$ cat config.mk
export PLATFORM = sky130hd
export DESIGN_NAME = four_variable_logic_minimizer_flat
export DESIGN_NICKNAME = d
export VERILOG_FILES = /design/src/design/lmin_pkg.sv /design/src/design/lmin_if.sv /design/src/design/lmin_ctrl.sv /design/src/design/lmin_dp.sv /design/src/design/four_variable_logic_minimizer.sv /design/src/flat_wrapper.sv
export SDC_FILE = /design/constraint.sdc
export NUM_CORES = 2
export LEC_CHECK = 0
export BUFFER_PORTS_ARGS = -buffer_cell sky130_fd_sc_hd__buf_2
export CORE_MARGIN = 2
export CORE_UTILIZATION = 45
export CTS_CLUSTER_SIZE = 20
export DETAILED_ROUTE_END_ITERATION = 10
export PLACE_DENSITY = 0.61
export SLEW_MARGIN = 5
export SYNTH_ARGS = -nofsm -noshare
export SYNTH_HDL_FRONTEND = slang
export SYNTH_SLANG_ARGS = --single-unit
export TNS_END_PERCENT = 100
$ cat constraint.sdc
create_clock -name i_clk -period 13.4 [get_ports i_clk]
set_input_delay 0 -clock i_clk [delete_from_list [all_inputs] [get_ports i_clk]]
set_output_delay 0 -clock i_clk [all_outputs]
set_load 0.005 [all_outputs]
$ cat src/design/lmin_pkg.sv
`default_nettype none
package lmin_pkg;

    localparam int MAX_CUBES = 8;
    localparam int PR_DEPTH  = 32;
    localparam int PR_IW     = 5;

    localparam logic [1:0] KIND_CUBE = 2'd0;
    localparam logic [1:0] KIND_ZERO = 2'd1;
    localparam logic [1:0] KIND_ONE  = 2'd2;

    typedef logic [MAX_CUBES-1:0][PR_IW-1:0] t_row;

    typedef struct packed {
        logic       load;
        logic       gen_step;
        logic       ess_calc;
        logic       cov_calc;
        logic       scan_step;
        logic       suf_step;
        logic       dfs_init;
        logic       dfs_step;
        logic       ext_inc;
        logic       emit_idx;
        logic       emit_put;
        logic       emit_const;
        logic [1:0] const_kind;
    } t_cmd;

    typedef struct packed {
        logic mt_zero;
        logic on_full;
        logic gen_done;
        logic scan_done;
        logic suf_done;
        logic need_zero;
        logic ext_ok;
        logic dfs_done;
        logic sol_any;
        logic out_free;
        logic emit_last;
    } t_sts;

    typedef struct packed {
        logic [1:0] kind;
        logic [3:0] care_mask;
        logic [3:0] value_bits;
        logic [2:0] solution_index;
        logic       last_in_solution;
        logic       last;
        logic       truncated;
    } t_item;

    function automatic logic [15:0] cube_cells(input logic [3:0] care, input logic [3:0] val);
        logic [15:0] m;
        m = '0;
        for (int k = 0; k < 16; k++) begin
            m[k] = ((4'(k) & care) == val);
        end
        return m;
    endfunction

endpackage
`default_nettype wire

$ cat src/design/lmin_if.sv
`default_nettype none
interface lmin_in_if;
    logic        valid;
    logic        ready;
    logic [15:0] minterm_mask;
    logic [15:0] dont_care_mask;
    modport source (output valid, output minterm_mask, output dont_care_mask, input ready);
    modport sink   (input valid, input minterm_mask, input dont_care_mask, output ready);
endinterface

interface lmin_out_if;
    logic       valid;
    logic       ready;
    logic [1:0] kind;
    logic [3:0] care_mask;
    logic [3:0] value_bits;
    logic [2:0] solution_index;
    logic       last_in_solution;
    logic       last;
    logic       truncated;
    modport source (output valid, output kind, output care_mask, output value_bits,
                    output solution_index, output last_in_solution, output last,
                    output truncated, input ready);
    modport sink   (input valid, input kind, input care_mask, input value_bits,
                    input solution_index, input last_in_solution, input last,
                    input truncated, output ready);
endinterface
`default_nettype wire

$ cat src/design/lmin_ctrl.sv
`default_nettype none
module lmin_ctrl (
    input  wire logic          i_clk,
    input  wire logic          i_rst_n,
    input  wire logic          i_in_valid,
    output logic               o_in_ready,
    input  wire lmin_pkg::t_sts i_sts,
    output lmin_pkg::t_cmd     o_cmd
);

    localparam logic [3:0] S_IDLE  = 4'd0;
    localparam logic [3:0] S_TRIV  = 4'd1;
    localparam logic [3:0] S_GEN   = 4'd2;
    localparam logic [3:0] S_ESS   = 4'd3;
    localparam logic [3:0] S_COV   = 4'd4;
    localparam logic [3:0] S_SCAN  = 4'd5;
    localparam logic [3:0] S_SUF   = 4'd6;
    localparam logic [3:0] S_XCHK  = 4'd7;
    localparam logic [3:0] S_DFS   = 4'd8;
    localparam logic [3:0] S_XNEXT = 4'd9;
    localparam logic [3:0] S_EIDX  = 4'd10;
    localparam logic [3:0] S_EPUT  = 4'd11;
    localparam logic [3:0] S_CONST = 4'd12;

    logic [3:0] r_state, n_state;
    logic [1:0] r_kind, n_kind;

    assign o_in_ready = (r_state == S_IDLE);

    always_comb begin
        n_state = r_state;
        n_kind  = r_kind;
        o_cmd   = '0;
        o_cmd.const_kind = r_kind;
        unique case (r_state)
            S_IDLE: begin
                if (i_in_valid) begin
                    o_cmd.load = 1'b1;
                    n_state    = S_TRIV;
                end
            end
            S_TRIV: begin
                if (i_sts.mt_zero) begin
                    n_kind  = lmin_pkg::KIND_ZERO;
                    n_state = S_CONST;
                end else if (i_sts.on_full) begin
                    n_kind  = lmin_pkg::KIND_ONE;
                    n_state = S_CONST;
                end else begin
                    n_state = S_GEN;
                end
            end
            S_GEN: begin
                o_cmd.gen_step = 1'b1;
                if (i_sts.gen_done) n_state = S_ESS;
            end
            S_ESS: begin
                o_cmd.ess_calc = 1'b1;
                n_state        = S_COV;
            end
            S_COV: begin
                o_cmd.cov_calc = 1'b1;
                n_state        = S_SCAN;
            end
            S_SCAN: begin
                o_cmd.scan_step = 1'b1;
                if (i_sts.scan_done) n_state = S_SUF;
            end
            S_SUF: begin
                o_cmd.suf_step = 1'b1;
                if (i_sts.suf_done) n_state = i_sts.need_zero ? S_EIDX : S_XCHK;
            end
            S_XCHK: begin
                if (i_sts.ext_ok) begin
                    o_cmd.dfs_init = 1'b1;
                    n_state        = S_DFS;
                end else begin
                    n_kind  = lmin_pkg::KIND_ZERO;
                    n_state = S_CONST;
                end
            end
            S_DFS: begin
                if (i_sts.dfs_done) n_state = S_XNEXT;
                else o_cmd.dfs_step = 1'b1;
            end
            S_XNEXT: begin
                if (i_sts.sol_any) begin
                    n_state = S_EIDX;
                end else begin
                    o_cmd.ext_inc = 1'b1;
                    n_state       = S_XCHK;
                end
            end
            S_EIDX: begin
                o_cmd.emit_idx = 1'b1;
                n_state        = S_EPUT;
            end
            S_EPUT: begin
                if (i_sts.out_free) begin
                    o_cmd.emit_put = 1'b1;
                    n_state        = i_sts.emit_last ? S_IDLE : S_EIDX;
                end
            end
            S_CONST: begin
                if (i_sts.out_free) begin
                    o_cmd.emit_const = 1'b1;
                    n_state          = S_IDLE;
                end
            end
            default: n_state = S_IDLE;
        endcase
    end

    always_ff @(posedge i_clk) begin
        if (!i_rst_n) begin
            r_state <= S_IDLE;
            r_kind  <= lmin_pkg::KIND_ZERO;
        end else begin
            r_state <= n_state;
            r_kind  <= n_kind;
        end
    end

endmodule
`default_nettype wire

$ cat src/design/lmin_dp.sv
`default_nettype none
module lmin_dp #(
    parameter int MAX_SOLUTIONS = 8
) (
    input  wire logic           i_clk,
    input  wire logic           i_rst_n,
    input  wire lmin_pkg::t_cmd i_cmd,
    output lmin_pkg::t_sts      o_sts,
    input  wire logic [15:0]    i_minterm,
    input  wire logic [15:0]    i_dont_care,
    input  wire logic           i_out_ready,
    output logic                o_out_valid,
    output lmin_pkg::t_item     o_item
);

    localparam int SIW = (MAX_SOLUTIONS > 1) ? $clog2(MAX_SOLUTIONS) : 1;
    localparam int IW  = lmin_pkg::PR_IW;
    localparam int PD  = lmin_pkg::PR_DEPTH;

    logic [15:0]   r_mt, r_on, r_need;
    logic [7:0]    r_cube;
    logic [3:0]    r_pr_care  [PD];
    logic [3:0]    r_pr_val   [PD];
    logic [15:0]   r_pr_cells [PD];
    logic [IW:0]   r_pr_cnt;
    logic [1:0]    r_cnt [16];
    logic [IW-1:0] r_who [16];
    logic [PD-1:0] r_ess;
    logic [IW:0]   r_essn;
    logic [IW-1:0] r_ess_list [lmin_pkg::MAX_CUBES];
    logic [3:0]    r_el_n;
    logic [IW-1:0] r_ne_idx   [PD];
    logic [15:0]   r_ne_cells [PD];
    logic [15:0]   r_suffix   [PD];
    logic [IW:0]   r_ne_cnt, r_scan_i, r_suf_i;
    logic [15:0]   r_acc;
    logic [3:0]    r_extra;
    logic [2:0]    r_d;
    logic [IW:0]   r_i;
    lmin_pkg::t_row r_pick;
    logic [15:0]   r_cov [lmin_pkg::MAX_CUBES];
    logic          r_dfs_done, r_more;
    lmin_pkg::t_row r_sol [MAX_SOLUTIONS];
    logic [3:0]    r_sol_cnt;
    logic [2:0]    r_s;
    logic [4:0]    r_k;
    logic [IW-1:0] r_p;
    logic          r_o_valid;
    lmin_pkg::t_item r_item;

    logic [3:0]    g_care, g_val;
    logic [15:0]   g_cells;
    logic          g_keep, g_prime;
    logic [PD-1:0] e_ess;
    logic [15:0]   c_cov;
    logic [IW-1:0] s_i, f_j;
    logic [15:0]   f_new;
    logic [3:0]    d_rem;
    logic [15:0]   d_cur, d_new;
    logic          d_fail, d_leaf, d_hit;
    lmin_pkg::t_row d_row, m_row;
    logic [3:0]    m_essout;
    logic [4:0]    m_total, m_kk;
    logic [IW-1:0] m_p;
    logic          m_lis, m_lst, out_free;

    always_comb begin
        g_care  = r_cube[7:4];
        g_val   = r_cube[3:0];
        g_cells = lmin_pkg::cube_cells(g_care, g_val);
        g_prime = 1'b1;
        for (int b = 0; b < 4; b++) begin
            if (g_care[b] && ((lmin_pkg::cube_cells(g_care & ~(4'd1 << b),
                    g_val & ~(4'd1 << b)) & ~r_on) == 16'd0))
                g_prime = 1'b0;
        end
        g_keep = ((g_val & ~g_care) == 4'd0) && ((g_cells & ~r_on) == 16'd0) && g_prime
                 && ((g_cells & r_mt) != 16'd0) && (r_pr_cnt != (IW+1)'(PD));

        e_ess = '0;
        for (int k = 0; k < 16; k++) begin
            if (r_mt[k] && r_cnt[k] == 2'd1) e_ess[r_who[k]] = 1'b1;
        end
        c_cov = '0;
        for (int i = 0; i < PD; i++) begin
            if (r_ess[i]) c_cov = c_cov | r_pr_cells[i];
        end

        s_i   = r_scan_i[IW-1:0];
        f_j   = IW'(r_suf_i - (IW+1)'(1));
        f_new = r_acc | r_ne_cells[f_j];

        d_rem  = r_extra - {1'b0, r_d};
        d_cur  = r_cov[r_d];
        d_new  = d_cur | r_ne_cells[r_i[IW-1:0]];
        d_fail = (({1'b0, r_i} + (IW+2)'(d_rem)) > {1'b0, r_ne_cnt})
                 || (((d_cur | r_suffix[r_i[IW-1:0]]) & r_need) != r_need);
        d_leaf = ({1'b0, r_d} == (r_extra - 4'd1));
        d_hit  = ((d_new & r_need) == r_need);
        d_row  = r_pick;
        d_row[r_d] = r_i[IW-1:0];

        m_essout = (r_essn > (IW+1)'(lmin_pkg::MAX_CUBES)) ? 4'(lmin_pkg::MAX_CUBES)
                                                           : r_essn[3:0];
        m_total  = 5'(m_essout) + 5'(r_extra);
        m_kk     = r_k - 5'(m_essout);
        m_row    = r_sol[r_s[SIW-1:0]];
        m_p      = (r_k < 5'(m_essout)) ? r_ess_list[r_k[2:0]] : r_ne_idx[m_row[m_kk[2:0]]];
        m_lis    = (r_k == m_total - 5'd1);
        m_lst    = m_lis && ({1'b0, r_s} == r_sol_cnt - 4'd1);
        out_free = !r_o_valid || i_out_ready;
    end

    always_comb begin
        o_sts.mt_zero   = (r_mt == 16'd0);
        o_sts.on_full   = (r_on == 16'hFFFF);
        o_sts.gen_done  = (r_cube == 8'hFF);
        o_sts.scan_done = (r_scan_i == r_pr_cnt);
        o_sts.suf_done  = (r_suf_i == '0);
        o_sts.need_zero = (r_need == 16'd0);
        o_sts.ext_ok    = (({3'b0, r_extra} + {1'b0, r_essn}) <= 7'(lmin_pkg::MAX_CUBES))
                          && ({2'b0, r_extra} <= r_ne_cnt);
        o_sts.dfs_done  = r_dfs_done;
        o_sts.sol_any   = (r_sol_cnt != 4'd0);
        o_sts.out_free  = out_free;
        o_sts.emit_last = m_lst;
    end

    always_ff @(posedge i_clk) begin
        if (i_cmd.load) begin
            r_mt     <= i_minterm;
            r_on     <= i_minterm | i_dont_care;
            r_cube   <= '0;
            r_pr_cnt <= '0;
            for (int k = 0; k < 16; k++) r_cnt[k] <= 2'd0;
        end
        if (i_cmd.gen_step) begin
            r_cube <= r_cube + 8'd1;
            if (g_keep) begin
                r_pr_care[r_pr_cnt[IW-1:0]]  <= g_care;
                r_pr_val[r_pr_cnt[IW-1:0]]   <= g_val;
                r_pr_cells[r_pr_cnt[IW-1:0]] <= g_cells;
                r_pr_cnt <= r_pr_cnt + (IW+1)'(1);
                for (int k = 0; k < 16; k++) begin
                    if (g_cells[k]) begin
                        if (r_cnt[k] == 2'd0) begin
                            r_cnt[k] <= 2'd1;
                            r_who[k] <= r_pr_cnt[IW-1:0];
                        end else if (r_cnt[k] == 2'd1) begin
                            r_cnt[k] <= 2'd2;
                        end
                    end
                end
            end
        end
        if (i_cmd.ess_calc) r_ess <= e_ess;
        if (i_cmd.cov_calc) begin
            r_need   <= r_mt & ~c_cov;
            r_essn   <= (IW+1)'($countones(r_ess));
            r_el_n   <= '0;
            r_ne_cnt <= '0;
            r_scan_i <= '0;
        end
        if (i_cmd.scan_step) begin
            if (r_scan_i == r_pr_cnt) begin
                r_suf_i <= r_ne_cnt;
                r_acc   <= '0;
            end else begin
                r_scan_i <= r_scan_i + (IW+1)'(1);
                if (r_ess[s_i]) begin
                    if (r_el_n < 4'(lmin_pkg::MAX_CUBES)) begin
                        r_ess_list[r_el_n[2:0]] <= s_i;
                        r_el_n <= r_el_n + 4'd1;
                    end
                end else if ((r_pr_cells[s_i] & r_need) != 16'd0) begin
                    r_ne_idx[r_ne_cnt[IW-1:0]]   <= s_i;
                    r_ne_cells[r_ne_cnt[IW-1:0]] <= r_pr_cells[s_i];
                    r_ne_cnt <= r_ne_cnt + (IW+1)'(1);
                end
            end
        end
        if (i_cmd.suf_step) begin
            if (r_suf_i != '0) begin
                r_suffix[f_j] <= f_new;
                r_acc         <= f_new;
                r_suf_i       <= r_suf_i - (IW+1)'(1);
            end else begin
                r_extra   <= (r_need == 16'd0) ? 4'd0 : 4'd1;
                r_sol_cnt <= (r_need == 16'd0) ? 4'd1 : 4'd0;
                r_more    <= 1'b0;
                r_s       <= '0;
                r_k       <= '0;
            end
        end
        if (i_cmd.ext_inc) r_extra <= r_extra + 4'd1;
        if (i_cmd.dfs_init) begin
            r_d        <= '0;
            r_i        <= '0;
            r_cov[0]   <= '0;
            r_dfs_done <= 1'b0;
        end
        if (i_cmd.dfs_step) begin
            if (d_fail) begin
                if (r_d == 3'd0) begin
                    r_dfs_done <= 1'b1;
                end else begin
                    r_d <= r_d - 3'd1;
                    r_i <= {1'b0, r_pick[r_d - 3'd1]} + (IW+1)'(1);
                end
            end else begin
                r_pick[r_d] <= r_i[IW-1:0];
                r_i         <= r_i + (IW+1)'(1);
                if (d_leaf) begin
                    if (d_hit) begin
                        if (r_sol_cnt < 4'(MAX_SOLUTIONS)) begin
                            r_sol[r_sol_cnt[SIW-1:0]] <= d_row;
                            r_sol_cnt <= r_sol_cnt + 4'd1;
                        end else begin
                            r_more     <= 1'b1;
                            r_dfs_done <= 1'b1;
                        end
                    end
                end else begin
                    r_cov[r_d + 3'd1] <= d_new;
                    r_d <= r_d + 3'd1;
                end
            end
        end
        if (i_cmd.emit_idx) r_p <= m_p;
        if (i_cmd.emit_put) begin
            r_item.kind             <= lmin_pkg::KIND_CUBE;
            r_item.care_mask        <= r_pr_care[r_p];
            r_item.value_bits       <= r_pr_val[r_p];
            r_item.solution_index   <= r_s;
            r_item.last_in_solution <= m_lis;
            r_item.last             <= m_lst;
            r_item.truncated        <= r_more;
            if (m_lis) begin
                r_k <= '0;
                r_s <= r_s + 3'd1;
            end else begin
                r_k <= r_k + 5'd1;
            end
        end
        if (i_cmd.emit_const) begin
            r_item.kind             <= i_cmd.const_kind;
            r_item.care_mask        <= '0;
            r_item.value_bits       <= '0;
            r_item.solution_index   <= '0;
            r_item.last_in_solution <= 1'b1;
            r_item.last             <= 1'b1;
            r_item.truncated        <= 1'b0;
        end
    end

    always_ff @(posedge i_clk) begin
        if (!i_rst_n) begin
            r_o_valid <= 1'b0;
        end else if (i_cmd.emit_put || i_cmd.emit_const) begin
            r_o_valid <= 1'b1;
        end else if (i_out_ready) begin
            r_o_valid <= 1'b0;
        end
    end

    assign o_out_valid = r_o_valid;
    assign o_item      = r_item;

endmodule
`default_nettype wire

$ cat src/design/four_variable_logic_minimizer.sv
// After a trivial check the block scans all 256 cubes for primes, finds the essential ones,
// scans the primes, builds suffix covers, and runs a check and a pruned search per cover size
// tried, then emits the results; constant functions skip from the trivial check to output.
// One function at a time; every non-constant function goes through the whole 256-cube scan.
// The cover search visits one node of the pruned subset tree per cycle.
// Reset (synchronous, active low) clears the controller and the output valid only.
`default_nettype none
module four_variable_logic_minimizer #(
    parameter int MAX_SOLUTIONS = 8
) (
    input  wire logic   i_clk,
    input  wire logic   i_rst_n,
    lmin_in_if.sink     i_in,
    lmin_out_if.source  o_out
);

    lmin_pkg::t_cmd  cmd;
    lmin_pkg::t_sts  sts;
    lmin_pkg::t_item item;
    logic            in_ready, out_valid;

    lmin_ctrl u_ctrl (
        .i_clk      (i_clk),
        .i_rst_n    (i_rst_n),
        .i_in_valid (i_in.valid),
        .o_in_ready (in_ready),
        .i_sts      (sts),
        .o_cmd      (cmd)
    );

    lmin_dp #(.MAX_SOLUTIONS(MAX_SOLUTIONS)) u_dp (
        .i_clk       (i_clk),
        .i_rst_n     (i_rst_n),
        .i_cmd       (cmd),
        .o_sts       (sts),
        .i_minterm   (i_in.minterm_mask),
        .i_dont_care (i_in.dont_care_mask),
        .i_out_ready (o_out.ready),
        .o_out_valid (out_valid),
        .o_item      (item)
    );

    assign i_in.ready             = in_ready;
    assign o_out.valid            = out_valid;
    assign o_out.kind             = item.kind;
    assign o_out.care_mask        = item.care_mask;
    assign o_out.value_bits       = item.value_bits;
    assign o_out.solution_index   = item.solution_index;
    assign o_out.last_in_solution = item.last_in_solution;
    assign o_out.last             = item.last;
    assign o_out.truncated        = item.truncated;

endmodule
`default_nettype wire

$ cat src/flat_wrapper.sv
// flat-port wrapper written by rule: the top's interface ports become plain ports
module four_variable_logic_minimizer_flat 
#(
    parameter int MAX_SOLUTIONS = 8
)
  (i_clk, i_rst_n, i_in_valid, i_in_minterm_mask, i_in_dont_care_mask, i_in_ready, o_out_valid, o_out_kind, o_out_care_mask, o_out_value_bits, o_out_solution_index, o_out_last_in_solution, o_out_last, o_out_truncated, o_out_ready);
  lmin_in_if i_in_i ();
  lmin_out_if o_out_i ();
  input  wire logic i_clk;
  input  wire logic i_rst_n;
  input wire logic [$bits(i_in_i.valid)-1:0] i_in_valid;
  input wire logic [$bits(i_in_i.minterm_mask)-1:0] i_in_minterm_mask;
  input wire logic [$bits(i_in_i.dont_care_mask)-1:0] i_in_dont_care_mask;
  output wire logic [$bits(i_in_i.ready)-1:0] i_in_ready;
  output wire logic [$bits(o_out_i.valid)-1:0] o_out_valid;
  output wire logic [$bits(o_out_i.kind)-1:0] o_out_kind;
  output wire logic [$bits(o_out_i.care_mask)-1:0] o_out_care_mask;
  output wire logic [$bits(o_out_i.value_bits)-1:0] o_out_value_bits;
  output wire logic [$bits(o_out_i.solution_index)-1:0] o_out_solution_index;
  output wire logic [$bits(o_out_i.last_in_solution)-1:0] o_out_last_in_solution;
  output wire logic [$bits(o_out_i.last)-1:0] o_out_last;
  output wire logic [$bits(o_out_i.truncated)-1:0] o_out_truncated;
  input wire logic [$bits(o_out_i.ready)-1:0] o_out_ready;
  assign i_in_i.valid = i_in_valid;
  assign i_in_i.minterm_mask = i_in_minterm_mask;
  assign i_in_i.dont_care_mask = i_in_dont_care_mask;
  assign i_in_ready = i_in_i.ready;
  assign o_out_valid = o_out_i.valid;
  assign o_out_kind = o_out_i.kind;
  assign o_out_care_mask = o_out_i.care_mask;
  assign o_out_value_bits = o_out_i.value_bits;
  assign o_out_solution_index = o_out_i.solution_index;
  assign o_out_last_in_solution = o_out_i.last_in_solution;
  assign o_out_last = o_out_i.last;
  assign o_out_truncated = o_out_i.truncated;
  assign o_out_i.ready = o_out_ready;
  four_variable_logic_minimizer #(.MAX_SOLUTIONS(MAX_SOLUTIONS)) u_core (.i_clk(i_clk), .i_rst_n(i_rst_n), .i_in(i_in_i), .o_out(o_out_i));
endmodule
==> key figures <==
Clock network
  • CTS tree: yes
  • CTS clk-pin slew, worst paths: ~60 ps
  • Root Buffer: clkbuf_16
  • Post-cts repair resize count: 0
  • Bufs on Longest Clock Path: 4
  • CTS buffer count: 302
  • # Post-CTS Setup Buffers: 0
  • Hold-fix buffers, CTS: between 60 and 70
  • CTS Sinks: between 2k and 3k
  • Worst skew pair latency: approximately 890 ps
  • H-tree levels: 5

Setup path
  • R2R Path End: u_core.u_dp.r_sol[4][18]
  • Startpoint types: flop
  • R2r setup slk: roughly 6000 ps
  • Kind of critical path: reg -> reg
  • FF-to-FF Start: u_core.u_dp.r_i[1]
  • Worst EP required: between 10000 and 15000 ps
  • Worst Setup End Kind: flop
  • WP data arrival: around 8000 ps
  • Worst R2R Path Depth: 14
  • Maximum fanout along the worst path: 58

Logic synthesis
  • Post-Synth Adder-Cell Area: 1.21%
  • Yosys top cell area share: between 60 and 70%
  • Avg Inst Size Synth: 17.3 µm²
  • Post-Synthesis Net Count: 7165
  • Synth area leaders: edfxtp_1 67%, mux4_2 14%, dfxtp_1 1.5%, mux2i_1 1.4%, nor2_1 1.3%
  • Synth cell count leaders: 2702 x edfxtp_1, 782 x mux4_2, 423 x nor2_1, 357 x nand2_1, 242 x clkbuf_1
  • Ys async rst share: 0%
  • Post-synthesis simple-gate area fraction: roughly 6%
  • EDFF count, synth: roughly 2.7k
  • Mux contribution to synthesized area: between 15 and 20%
  • Yosys cell types: slightly below 90
  • Sequential share of the synthesized area: about two thirds
  • Most common flop cell mapped by yosys: edfxtp_1
  • Synth Register Bits: ~2.8k
  • Synth area leader: edfxtp_1
  • Cell area after synthesis: between 100000 and 150000 µm²
  • Most numerous cell in the Yosys netlist: edfxtp_1
  • Main combinational cell family by area after synthesis: multiplexers
  • Post-Synthesis Cells: 7029
  • Post-synthesis compound-gate area fraction: 5.81%
  • Yosys warnings: 0
  • Xor/xnor share of the synthesized area: less than 1%

Detailed routing
  • DRC viols: 0
  • Final ANT Viol Nets: 0
  • DRT Pass-1 Iters: 6
  • Via count: roughly 74k
  • Initial detailed-routing violation count: roughly 12k
  • Drt wl/cell: roughly 36 µm
  • DR vias/cell: about 6.7
  • Final WL: ~400000 µm

Die
  • Die Y: ~520 µm
  • Die W: about 520 µm
  • I/O pin count: 54
  • Core box area: 270000 µm²
  • Die area: around 270000 µm²
  • Starting density of the core: 45.1%
  • # rows: roughly 190

Timing
  • Final worst path period need: approximately 7500 ps
  • RSZ-0062 raised after global routing: no
  • Worst-Margin Slew: roughly 1300 ps
  • Skew final: between 70 and 80 ps
  • Final TNS setup: 0 ps
  • Final hold vios: 0
  • Final Slew Violations: 0
  • Fin Hold WS: between 40 and 50 ps
  • Fmax: ~130 MHz
  • Setup violations, final: 0
  • Final clock period utilization by the worst path: between 50% and 60%
  • Rel. slew slack: just under 10%

Power
  • Switching Fraction: slightly below 30%
  • Comb pwr share: approximately a fifth
  • Sequential power share: a little under half
  • PwrDens: 179 nW/µm²
  • Leakage power: 42.3 nW
  • Pint: approximately 17 mW
  • Net Sw Power: approximately 7.3 mW
  • Clock network fraction of design power: 33.2%
  • VDD IR max: 0.267 mV

GRT
  • Global Route Usage Sum: 28.6%
  • Number of global-route vias before repair: approximately 73k
  • Grt total ovfl: 0
  • Largest net degree at the start of global routing: around 130
  • First-pass GRT wire length: roughly 560000 µm
  • Initial antenna violation count: 14

Run
  • Max Cap Violations: 0

Place
  • Final Wtd Congestion: ~0.98
  • DP HPWL: between 200000 and 250000 µm
  • Port bufs: 53

Hold path
  • WHS Path Cells: 3
  • Worst hold path class: in -> reg
  • Hold path start: i_rst_n
  • Hold EP: u_core.u_ctrl.r_state[1]

Cells and area
  • Area Growth Syn to Fin: 13.1%
  • Fraction of layout cells with a size suffix above 1: 23.9%
  • Layout Nets: around 7.4k

Outcome
  • Outcome: complete, no violations
==> metal layers <==
layer / share of wire [%] / track usage (%)
met5: 0.015 / 0
met4: 5.5 / 13.3
met3: 11 / 7.13
met2: 46 / 44.3
met1: 38 / 38.2
==> how the worst max path moves through the flow <==
stage	startpoint	endpoint	slack, ps	cells past startpoint
after floorplan	u_core.u_dp.r_d[1]	u_core.u_dp.r_sol[5][0]	5570	19
after CTS	u_core.u_dp.r_i[1]	u_core.u_dp.r_sol[5][18]	5740	14
final	u_core.u_dp.r_i[1]	u_core.u_dp.r_sol[4][18]	5880	14
after detailed placement	u_core.u_dp.r_i[1]	u_core.u_dp.r_sol[5][18]	5770	14
after global routing	u_core.u_dp.r_i[1]	u_core.u_dp.r_sol[4][18]	5500	14
after global placement	u_core.u_dp.r_i[1]	u_core.u_dp.r_sol[4][18]	5780	14
==> critical path, stage by stage (launching register included) <==
cell and delay (ps):
dfxtp_4 650, buf_4 640, buf_4 860, buf_4 750
mux4_2 340, mux4_2 220, and2_1 170, a211oi_1 80
a21oi_1 250, nand4_1 210, nor3_4 610, nand4b_1 420
nand2b_1 410, nor3b_2 700, buf_4 590
==> registers in the layout, summed over array words and instances, names as in the netlist, 8 cells and up, named ones only <==
| register | cells |
|---|---|
| u_core.u_dp.o_item | 16 |
| u_core.u_dp.r_ne_idx | 160 |
| u_core.u_dp.r_acc | 16 |
| u_core.u_dp.r_pick | 40 |
| u_core.u_dp.r_ess_list | 40 |
| u_core.u_dp.r_sol | 320 |
| u_core.u_dp.r_cov | 128 |
| u_core.u_dp.r_pr_cells | 512 |
| u_core.u_dp.r_mt | 16 |
| u_core.u_dp.r_cnt | 32 |
| u_core.u_dp.r_cube | 8 |
| u_core.u_dp.r_on | 16 |
| u_core.u_dp.r_ne_cells | 512 |
| u_core.u_dp.r_pr_val | 128 |
| u_core.u_dp.r_need | 16 |
| u_core.u_dp.r_ess | 32 |
| u_core.u_dp.r_suffix | 512 |
| u_core.u_dp.r_pr_care | 128 |
| u_core.u_dp.r_who | 80 |
==> placed cells by master, fill, tap and decap left out, types with 53 or more instances in the layout <==
master / instances
edfxtp_1: 2702
mux4_2: 782
nand2_1: 355
nor2_1: 318
clkbuf_16: 312
buf_4: 269
o22ai_1: 232
mux2i_1: 174
nand3_1: 157
a21oi_1: 155
inv_1: 140
a22oi_1: 115
o21ai_0: 102
nand4_1: 96
a221oi_1: 93
a22o_1: 84
dfxtp_1: 71
ha_1: 70
nor2_4: 68
dlygate4sd3_1: 68
nor3_1: 67
clkbuf_1: 65
nand3b_1: 63
clkinv_1: 59
buf_2: 53
==> power groups by stage <==
stage	Combinational, mW	Sequential, mW	Clock [mW]
2_1_floorplan	2.63	11.6	0
3_3_place_gp	4.82	11.6	0
3_5_place_dp	4.97	11.6	0
4_1_cts	4.99	11.4	8.29
5_1_grt	5.37	11.5	8.63
6_report	5.05	11.4	8.20
==> logic make-up after synthesis <==
group,Yosys count
AO/OA/AOI/OAI,1017
XOR/XNOR,58
adder cells (fa/ha/maj),100
buffers and inverters,566
flip-flops,2793
multiplexers,1004
AND/OR/NAND/NOR,1491
==> area by class of cell <==
| cell class | count | area [µm²] |
|---|---|---|
| Tap cell | 3570 | 4470 |
| Inverter | 146 | 553 |
| Timing Repair Buffer | 391 | 2990 |
| Clock buffer | 381 | 8110 |
| Clock inverter | 149 | 1470 |
| Antenna cell | 11 | 27.5 |
| Multi-Input combinational cell | 3670 | 37200 |
| Fill cell | 21700 | 132000 |
| Sequential cell | 2793 | 83000 |
==> metrics by stage <==
stage | worst slack (ps) | util, % | cells | total power [mW] | instance area [µm²]
after detailed placement | 5770 | 47.2 | 10500 | 16.6 | 127000
after global routing | 5500 | 51.0 | 11100 | 25.5 | 138000
after CTS | 5740 | 51.0 | 11100 | 24.7 | 138000
after global placement | 5780 | 47.2 | 10500 | 16.4 | 127000
final | 5880 | 51.0 | 11100 | 24.7 | 138000
after floorplan | 5570 | - | 7029 | 14.3 | 122000
Note: power is estimated with default switching activity, not from simulation.
